--- src/sv/ves_pkg.sv ---
package ves_pkg;

  localparam logic [1:0] CMD_TICK  = 2'd0;
  localparam logic [1:0] CMD_WRITE = 2'd1;
  localparam logic [1:0] CMD_READ  = 2'd2;
  localparam logic [1:0] CMD_NOP   = 2'd3;

  localparam logic [3:0] REG_CR     = 4'd0;
  localparam logic [3:0] REG_LVOL   = 4'd2;
  localparam logic [3:0] REG_LVRAMP = 4'd3;
  localparam logic [3:0] REG_RVOL   = 4'd4;
  localparam logic [3:0] REG_RVRAMP = 4'd5;
  localparam logic [3:0] REG_ECOUNT = 4'd6;
  localparam logic [3:0] REG_K2     = 4'd7;
  localparam logic [3:0] REG_K2RAMP = 4'd8;
  localparam logic [3:0] REG_K1     = 4'd9;
  localparam logic [3:0] REG_K1RAMP = 4'd10;

  localparam logic [2:0]  CHAN_MAX   = 3'd5;
  localparam logic [4:0]  SHIFT_BASE = 5'd20;
  localparam logic [31:0] READ_IDLE  = 32'hffff_ffff;
  localparam logic [15:0] VOL_MAX    = 16'hffff;

  typedef struct packed {
    logic [15:0] lvol;
    logic [15:0] rvol;
    logic [7:0]  lramp;
    logic [7:0]  rramp;
    logic [8:0]  ecount;
    logic [15:0] k1;
    logic [15:0] k2;
    logic [8:0]  k1ramp;
    logic [8:0]  k2ramp;
    logic [2:0]  phase;
    logic [2:0]  chan;
  } voice_t;

  typedef struct packed {
    logic capture;
    logic mult;
    logic commit;
  } dp_cmd_t;

  function automatic logic [15:0] ramp_add(input logic [15:0] value, input logic [7:0] ramp);
    logic [17:0] sum;
    sum = {2'b00, value} + {{10{ramp[7]}}, ramp};
    if (sum[17]) begin
      ramp_add = '0;
    end else if (sum[16]) begin
      ramp_add = VOL_MAX;
    end else begin
      ramp_add = sum[15:0];
    end
  endfunction

endpackage

--- src/sv/ves_ctrl.sv ---
module ves_ctrl (
  input  logic             clk_i,
  input  logic             rst_ni,
  input  logic             in_valid_i,
  output logic             in_ready_o,
  output logic             out_valid_o,
  input  logic             out_ready_i,
  output ves_pkg::dp_cmd_t cmd_o
);
  import ves_pkg::*;

  localparam logic [1:0] S_IDLE = 2'd0;
  localparam logic [1:0] S_CALC = 2'd1;
  localparam logic [1:0] S_DONE = 2'd2;

  logic [1:0] state_q, state_d;
  logic       out_valid_q, out_valid_d;
  logic       out_free;
  logic       accept;

  assign out_free   = !out_valid_q || out_ready_i;
  assign in_ready_o = (state_q == S_IDLE) || ((state_q == S_DONE) && out_free);
  assign accept     = in_valid_i && in_ready_o;

  assign cmd_o.capture = accept;
  assign cmd_o.mult    = (state_q == S_CALC);
  assign cmd_o.commit  = (state_q == S_DONE) && out_free;

  always_comb begin
    state_d = state_q;
    unique case (state_q)
      S_IDLE: begin
        if (accept) state_d = S_CALC;
      end
      S_CALC: begin
        state_d = S_DONE;
      end
      S_DONE: begin
        if (out_free) state_d = accept ? S_CALC : S_IDLE;
      end
      default: begin
        state_d = S_IDLE;
      end
    endcase
  end

  always_comb begin
    out_valid_d = out_valid_q;
    if (cmd_o.commit) begin
      out_valid_d = 1'b1;
    end else if (out_ready_i) begin
      out_valid_d = 1'b0;
    end
  end

  assign out_valid_o = out_valid_q;

  always_ff @(posedge clk_i or negedge rst_ni) begin
    if (!rst_ni) begin
      state_q     <= S_IDLE;
      out_valid_q <= 1'b0;
    end else begin
      state_q     <= state_d;
      out_valid_q <= out_valid_d;
    end
  end
endmodule

--- config.mk ---
export PLATFORM = sky130hd
export DESIGN_NAME = ves_ctrl
export DESIGN_NICKNAME = d
export VERILOG_FILES = /design/src/sv/ves_pkg.sv /design/src/sv/ves_ctrl.sv
export SDC_FILE = /design/constraint.sdc
export NUM_CORES = 1
export LEC_CHECK = 0
export ABC_CLOCK_PERIOD_IN_PS = 1400
export BUFFER_PORTS_ARGS = -buffer_cell sky130_fd_sc_hd__buf_2
export CORE_AREA = 2 2 39 41
export CTS_BUF_LIST = sky130_fd_sc_hd__clkbuf_8
export CTS_CLUSTER_DIAMETER = 40
export DETAILED_ROUTE_END_ITERATION = 10
export DIE_AREA = 0 0 41 43
export GPL_TIMING_DRIVEN = 0
export PLACE_DENSITY = 0.38
export SKIP_LAST_GASP = 1
export SYNTH_ARGS = -nofsm -noshare
export SYNTH_HDL_FRONTEND = slang
export SYNTH_SLANG_ARGS = --single-unit
export TNS_END_PERCENT = 1
--- constraint.sdc ---
create_clock -name clk_i -period 1.4 [get_ports clk_i]
set_input_delay 0.21 -clock clk_i [delete_from_list [all_inputs] [get_ports clk_i]]
set_output_delay 0.21 -clock clk_i [all_outputs]
set_load 0.01 [all_outputs]
### Word-level counts from Yosys, hierarchy flattened

Index checks and enable logic that the tools add are counted.

* flip-flop bits (word level): 3
* latch bits: 0
* bits in writable memories: 0
* bits in read-only memories: 0
* bits of input ports: 4
* memories: 0

* $add $sub $neg: 0
* multiply operators: 0
* div/mod/pow operators: 0
* $lt $le $gt $ge: 0
* equal/unequal tests: 4
* shifts and indexed selects: 0
* mux-type cells: 6
* bitwise gates (word level): 0
* reduce and logical (&&, ||, !) cells: 8

Operator list (number)
* $pmux W2 S3: 1
* $mux W2: 2
* $ne A2 B2 Y1 const B: 2
* $mux W1: 3
* $eq A2 B1 Y1 const B: 1
* $eq A2 B2 Y1 const B: 1
* $logic_and A1 B1 Y1: 2
* $logic_not A2 Y1: 1
* $logic_or A1 B1 Y1: 2
* $reduce_and A2 Y1: 1
* $reduce_bool A2 Y1: 1
* $logic_not A1 Y1: 1

### Depth between registers and ports, before layout

Gate-level depths: netlist (run 1).

* depth in word-level cells: 8
* mapped depth: 3

### Worst setup path before layout (run 1)

No wires, ideal clock.

* kind: reg-to-output
* start: register out_valid_q (netlist: out_valid_o)
* end: output port cmd_o[2] in the netlist's numbering
* arrival time: 0.833 ns
* required time: 1.190 ns
* path slack: 0.357 ns
* stages on the path, launching flop included: 4
* buffers on the path: 1
* cell sequence: dfrtp_1 -> nor2b_2 -> a21oi_1 -> buf_4

* longest elaborated chain between the ends: 5

Ends and longest elaborated chain
* start, declared: line ves_ctrl.sv:17 `logic out_valid_q, out_valid_d;`
* start signal, assigned: line ves_ctrl.sv:64 `out_valid_q <= out_valid_d;`
* $logic_not A1 Y1: line ves_ctrl.sv:21 `assign out_free = !out_valid_q || out_ready_i;`
* $logic_or A1 B1 Y1: line ves_ctrl.sv:21
* $logic_and A1 B1 Y1: line ves_ctrl.sv:22 `assign in_ready_o = (state_q == S_IDLE) || ((state_q == S_DONE) && out_free);`
* $logic_or A1 B1 Y1: line ves_ctrl.sv:22
* $logic_and A1 B1 Y1: line ves_ctrl.sv:23 `assign accept = in_valid_i && in_ready_o;`
* end, declared: line ves_ctrl.sv:8 `output ves_pkg::dp_cmd_t cmd_o`

Every way passes these cells.

### Worst setup path after layout (run 1)

* start: register state_q[0]
* end: output port cmd_o[2] in the netlist's numbering

* longest elaborated chain between the ends: 4
* elaborated cells on any way between the ends: 5

Ends and longest elaborated chain
* start, declared: line ves_ctrl.sv:16 `logic [1:0] state_q, state_d;`
* start signal, assigned: line ves_ctrl.sv:63 `state_q <= state_d;`
* $eq A2 B2 Y1: line ves_ctrl.sv:22
* $logic_and A1 B1 Y1: line ves_ctrl.sv:22
* $logic_or A1 B1 Y1 *: line ves_ctrl.sv:22
* $logic_and A1 B1 Y1 *: line ves_ctrl.sv:23

Mark *: on every way between the ends. The rest lies on a longest branch, timed or not.

==> results.json, run 1 <==
{
  "leakage_nw": 0.149,
  "p_int_uw": 330,
  "crit_arrival_ns": 1.10,
  "vias": 140,
  "row_count": 14,
  "synth_top_area_share_pct": 46.5,
  "num_antenna_cells": 0,
  "clock_sinks": 3,
  "top_layer_used": "met3",
  "status": "completed",
  "crit_type": "flop to primary output",
  "wl_met3_um": 48,
  "final_hold_viol_count": 0,
  "finalCritPeriodShare_pct": 93.5,
  "worstHoldStart": "in_valid_i",
  "syn_inst": 17,
  "slew_violations": 0,
  "whs_ns": 0.297,
  "antenna_found_initial": 0,
  "stdcell_count": 46,
  "r2r_start": "state_q[0]",
  "first_pass_iters": 1,
  "cts_inserted_buffers": 3,
  "min_period_ns": 1.31,
  "clk_latency_ns": 0.21,
  "viasPerCell": 3.04,
  "drt_iter0_markers": 0,
  "gp_congestion": 0.650,
  "dieWidth_um": 41,
  "ys_async_sr_fraction_pct": 100,
  "synth.largest_area_cell": "dfrtp_1",
  "wl_met2_um": 135,
  "ys_ff_latch": 3,
  "portBuffers": 8,
  "synth_xor_area_share_pct": 0,
  "finClkSkew_ns": 0.000858,
  "crit_family": "flip-flops",
  "tightest_slew_ns": 0.161,
  "end_kind": "primary output",
  "io-pin-count": 9,
  "drv_cap": 0,
  "utilization_pct": 20.6,
  "area_growth_pct": 76.7,
  "hp-class": "input port to flop",
  "clock-root-buffer": "clkbuf_8",
  "synth-adder-area-share_pct": 0,
  "grt_usage_pct": 4.93,
  "relSlewSlack_pct": 89.3,
  "seq_area_frac_synth_pct": 46.5,
  "grt_pass1_vias": 137,
  "rsz0062_at_grt": "no",
  "finalSetupViolCount": 0,
  "worstSetupStartpointType": "flop",
  "synth_simple_gate_area_share_pct": 25.6,
  "fp.dieH_um": 43,
  "synth_edf_count": 0,
  "path_clk_slew_ns": 0.03,
  "crit_chain": "nand2b_1 > a21oi_2 > buf_4 > buf_2",
  "synthTopCellsByCount": "a21oi_1, buf_4, dfrtp_1, nand2b_1",
  "grt_max_degree": 6,
  "dieArea_mm2": 0.00176,
  "layout-drive-gt1-share_pct": 53.3,
  "synth_compound_gate_area_share_pct": 14.0,
  "wl_um": 356,
  "cts.htree.levels": 1,
  "path_buf_inv": 2,
  "p_sw_uw": 102,
  "critical_path_required_ns": 1.19,
  "cts_tree": "yes",
  "fin_nets": 35,
  "p_seq_share_pct": 25.7,
  "placed_cells": 41,
  "switching_share_pct": 23.6,
  "combPwrFrac_pct": 18.8,
  "clockBufferDepth": 2,
  "p_per_area_mw_per_mm2": 1520,
  "crit_fanout": 4,
  "muxShareOfSynthArea_pct": 0,
  "overflow": 0,
  "cp_slowest_cell": "dfrtp_1",
  "startpoint": "state_q[0]",
  "irDropWorstVdd_v": 0.000360,
  "slowest_delay_ns": 0.38,
  "fin_setup_tns_ns": 0,
  "ys_types": 9,
  "grt_pass1_wl_um": 503,
  "wl_per_cell_um": 7.74,
  "drc_errors": 0,
  "syn_area_per_cell_um2": 9.49,
  "clkPwrFrac_pct": 55.5,
  "max_freq_mhz": 764,
  "start_util_pct": 11.7,
  "m1WireLength_um": 172,
  "syn_nets": 21,
  "core-area_mm2": 0.00138,
  "postRouteAntennaNets": 0,
  "synth_top_family_by_area": "simple AND/OR/NAND/NOR gates",
  "ys.flop_type": "dfrtp_1",
  "syn_area_um2": 161,
  "power.total_uw": 432,
  "yosys_warnings": 0,
  "synth_area_leaders": "dfrtp_1, buf_4, nand2b_1"
}
-- worst register-to-register path: cells and delay by family (launching register included) --
| kind | cells | cell delay (ns) |
|---|---|---|
| flops | 1 | 0.38 |
| compound gates | 1 | 0.16 |
| simple gates | 1 | 0.14 |
-- cell families after synthesis --
family,Yosys count
AOI/OAI and AO/OA,4
buffers and inverters,3
and+or+nand+nor,7
DFF,3
-- cell type report --
cell class	count	area, µm²
fillers	159	1100
flip-flops and latches	3	75.1
multi-input cells	11	72.6
repair buffers	9	50.0
clock buffers	3	41.3
plain buffers	3	22.5
well taps	16	20.0
clock inverters	1	3.75
-- power by group through the flow --
stage	registers [mW]	logic, mW	clock network, mW
after floorplan	0.111	0.0454	0
after global placement	0.110	0.0751	0
after detailed placement	0.111	0.0752	0
after CTS	0.110	0.0775	0.251
after global routing	0.113	0.0896	0.249
final	0.111	0.0812	0.240
-- metal layers --
metal / up-vias / GRT usage [%]
li1: 77 / -
met1: 55 / 6.82
met2: 8 / 4.06
met3: 0 / 1.57
met4: 0 / 8.00
met5: - / 0
-- through the flow --
stage	setup WS (ns)	instance area (µm²)
2_1_floorplan	0.357	161
3_3_place_gp	0.280	221
3_5_place_dp	0.252	221
4_1_cts	0.0181	277
5_1_grt	0.00933	285
6_report	0.0908	285
-- placed cells by master (no fill, tap or decap) --
| master | instances |
|---|---|
| nor2_1 | 1 |
| buf_4 | 3 |
| nand2_1 | 1 |
| a21oi_1 | 2 |
| clkbuf_8 | 3 |
| a21oi_2 | 1 |
| o21bai_1 | 1 |
| dlygate4sd3_1 | 1 |
| inv_1 | 1 |
| nor2b_1 | 1 |
| buf_2 | 8 |
| nand2b_1 | 3 |
| dfrtp_1 | 3 |
| nor2b_4 | 1 |
-- registers in the layout, indices dropped and copies added (netlist names) --
register and cells:
state_q 2, out_valid_o 1
-- path summary, 6_finish.rpt --
kind                                     to  slack [ns]  cells past startpoint
worst max-delay path               cmd_o[2]        0.09                      4
worst min-delay path             state_q[0]        0.30                      3
worst max register to register   state_q[1]        0.59                      2
worst min register to register  out_valid_o        0.55                      2
max in group asynchronous       out_valid_o        0.97                      2
min in group asynchronous        state_q[1]        0.32                      2
-- timing repair --
action,in CTS,in global routing
endpoints found under the setup margin,0,1
setup buffers,0,0
hold endpoints to repair,3,0
hold buffers,1,0
gates resized for setup,0,2
Power figures use the tool's default switching activity.
==> run 2, diff against run 1 <==
--- a/config.mk
+++ b/config.mk
@@ -8,7 +8,7 @@
 export ABC_CLOCK_PERIOD_IN_PS = 1400
 export BUFFER_PORTS_ARGS = -buffer_cell sky130_fd_sc_hd__buf_2
 export CORE_AREA = 2 2 39 41
-export CTS_BUF_LIST = sky130_fd_sc_hd__clkbuf_8
+export CTS_BUF_LIST = sky130_fd_sc_hd__clkbuf_2 sky130_fd_sc_hd__clkbuf_4 sky130_fd_sc_hd__clkbuf_8
 export CTS_CLUSTER_DIAMETER = 40
 export DETAILED_ROUTE_END_ITERATION = 10
 export DIE_AREA = 0 0 41 43
==> run 2 against run 1 <==
- register-to-register slack is essentially flat
- setup slack lost 0.026 ns
- combinational power grew 4.4%
- first-iteration DRC count is the same
- sequential cell count is the same
- hold slack lost 0.017 ns
- sequential share of layout area grew 0.71 points
- clock power shrank 30%
- via count is the same
- clock skew grew 0.00065 ns
- largest cell class is now multi-input combinational cells
- largest power group unchanged
==> results.json, run 2 (same netlist as run 1, synthesis figures left out) <==
{
  "use_met2_pct": 4.06,
  "postRouteAntennaNets": 0,
  "reg2reg_depth": 2,
  "top_usage_layer": "met4",
  "finalCritPeriodShare_pct": 95.4,
  "nFillCells": 160,
  "clock_sinks": 3,
  "drv_cap": 0,
  "irDropWorstVdd_v": 0.000320,
  "clockBufferDepth": 2,
  "crit_family": "flip-flops",
  "fin_nets": 35,
  "switching_share_pct": 25.4,
  "cp-endpoint": "cmd_o[2]",
  "antenna_found_initial": 0,
  "layout-drive-gt1-share_pct": 60.0,
  "critical_path_required_ns": 1.19,
  "start_util_pct": 11.7,
  "cp_slowest_cell": "dfrtp_1",
  "slowest_delay_ns": 0.39,
  "postLayoutCellArea_um2": 278,
  "fp.dieH_um": 43,
  "drc_errors": 0,
  "crit_arrival_ns": 1.13,
  "cts.htree.levels": 1,
  "p_int_uw": 273,
  "worstSetupStartpointType": "flop",
  "dp_slack_ns": 0.252,
  "path_clk_slew_ns": 0.03,
  "grt_pass1_vias": 137,
  "final_hold_viol_count": 0,
  "largest_reg_flops": 2,
  "grt_pass1_wl_um": 503,
  "crit_type": "flop to primary output",
  "multi_input_comb_area_um2": 80.1,
  "end_kind": "primary output",
  "grt_use_met1_pct": 6.82,
  "p_sw_uw": 92.8,
  "grtUsageMet3_pct": 1.57,
  "startpoint": "state_q[0]",
  "clk_latency_ns": 0.23,
  "power.total_uw": 366,
  "p_per_area_mw_per_mm2": 1320,
  "stdcell_count": 46,
  "clock-root-buffer": "clkbuf_4",
  "status": "completed",
  "whs_ns": 0.280,
  "dieArea_mm2": 0.00176,
  "leakage_nw": 0.143,
  "viasPerCell": 3.04,
  "placed_cells": 41,
  "post-cts-setup-buffers": 0,
  "wl_um": 364,
  "io-pin-count": 9,
  "r2r-end": "state_q[1]",
  "top_register": "state_q",
  "combPwrFrac_pct": 23.2,
  "gp_congestion": 0.650,
  "grt_max_degree": 6,
  "first_pass_iters": 1,
  "core-area_mm2": 0.00138,
  "hp-class": "input port to flop",
  "crit_chain": "nand2b_1 > a21oi_2 > buf_4 > buf_2",
  "vias": 140,
  "dpl_cell_area_um2": 221,
  "setup_ws_ns": 0.0647,
  "dieWidth_um": 41,
  "path_buf_inv": 2,
  "overflow": 0,
  "relSlewSlack_pct": 85.1,
  "rsz0062_at_grt": "no",
  "num_antenna_cells": 0,
  "finalSetupViolCount": 0,
  "max_freq_mhz": 749,
  "row_count": 14,
  "p_seq_share_pct": 31.1,
  "tightest_slew_ns": 0.223,
  "portBuffers": 8,
  "min_period_ns": 1.34,
  "utilization_pct": 20.1,
  "slew_violations": 0,
  "clkPwrFrac_pct": 45.7,
  "r2r_start": "state_q[1]",
  "final_common_cell": "buf_2",
  "r2r_slack_ns": 0.58,
  "wl_per_cell_um": 7.91,
  "cp.depth": 4,
  "drt_iter0_markers": 0,
  "final_cell_mix": "buf_2, clkbuf_4, buf_4, dfrtp_1",
  "fin_setup_tns_ns": 0,
  "seqCellArea_um2": 75.1,
  "crit_fanout": 4,
  "cts_inserted_buffers": 3,
  "finClkSkew_ns": 0.00150,
  "area_growth_pct": 72.1,
  "grt_usage_pct": 4.93,
  "cts_tree": "yes"
}
## run 2: cell count changes in the layout (fill, tap and decap cells not counted)
cell | before | now
clkbuf_4 | 0 | 4
nand2b_1 | 3 | 2
inv_1 | 1 | 0
nand2b_4 | 0 | 1
clkbuf_8 | 3 | 0
## run 2: how the worst min path moves through the flow
stage	cells after the start	from	slack, ns	to
after global routing	3	in_valid_i	0.28	state_q[0]
after floorplan	0	rst_ni	-0.09	out_valid_o
after global placement	1	rst_ni	0.004	state_q[0]
final	3	in_valid_i	0.28	state_q[0]
after detailed placement	1	rst_ni	0.008	out_valid_o
after CTS	3	in_valid_i	0.25	state_q[0]
## run 2: worst reg2reg max path, stage by stage, from the launching register on
cell	delay, ns
dfrtp_1	0.45
nor2b_1	0.09
o21bai_1	0.16
## run 2: routing by layer
metal / share of wire, % / up-vias / routed length (µm)
li1: - / 78 / -
met1: 49 / 54 / 180
met2: 37 / 8 / 134
met3: 13 / 0 / 49
met4: 0 / 0 / 0
met5: 0 / - / 0
## run 2: repair_timing
action | CTS | global route
resized for setup | 0 | 3
hold buffers | 1 | 0
setup endpoints to repair | 1 | 2
pin swaps | 1 | 1
endpoints found under the hold margin | 3 | 0
cloned | 0 | 0
## run 2: cell type report
class | instances | area share (%)
well taps | 16 | 7.21
repair buffers | 9 | 18.0
plain buffers | 3 | 8.11
flip-flops and latches | 3 | 27.0
multi-input cells | 11 | 28.8
clock buffers | 4 | 10.8
## run 2: power by group through the flow
stage / Sequential (mW) / Clock (mW) / Combinational (mW)
6_report: 0.114 / 0.167 / 0.0848
5_1_grt: 0.116 / 0.177 / 0.0929
4_1_cts: 0.110 / 0.177 / 0.0775
3_5_place_dp: 0.111 / 0 / 0.0752
3_3_place_gp: 0.110 / 0 / 0.0751
2_1_floorplan: 0.111 / 0 / 0.0454
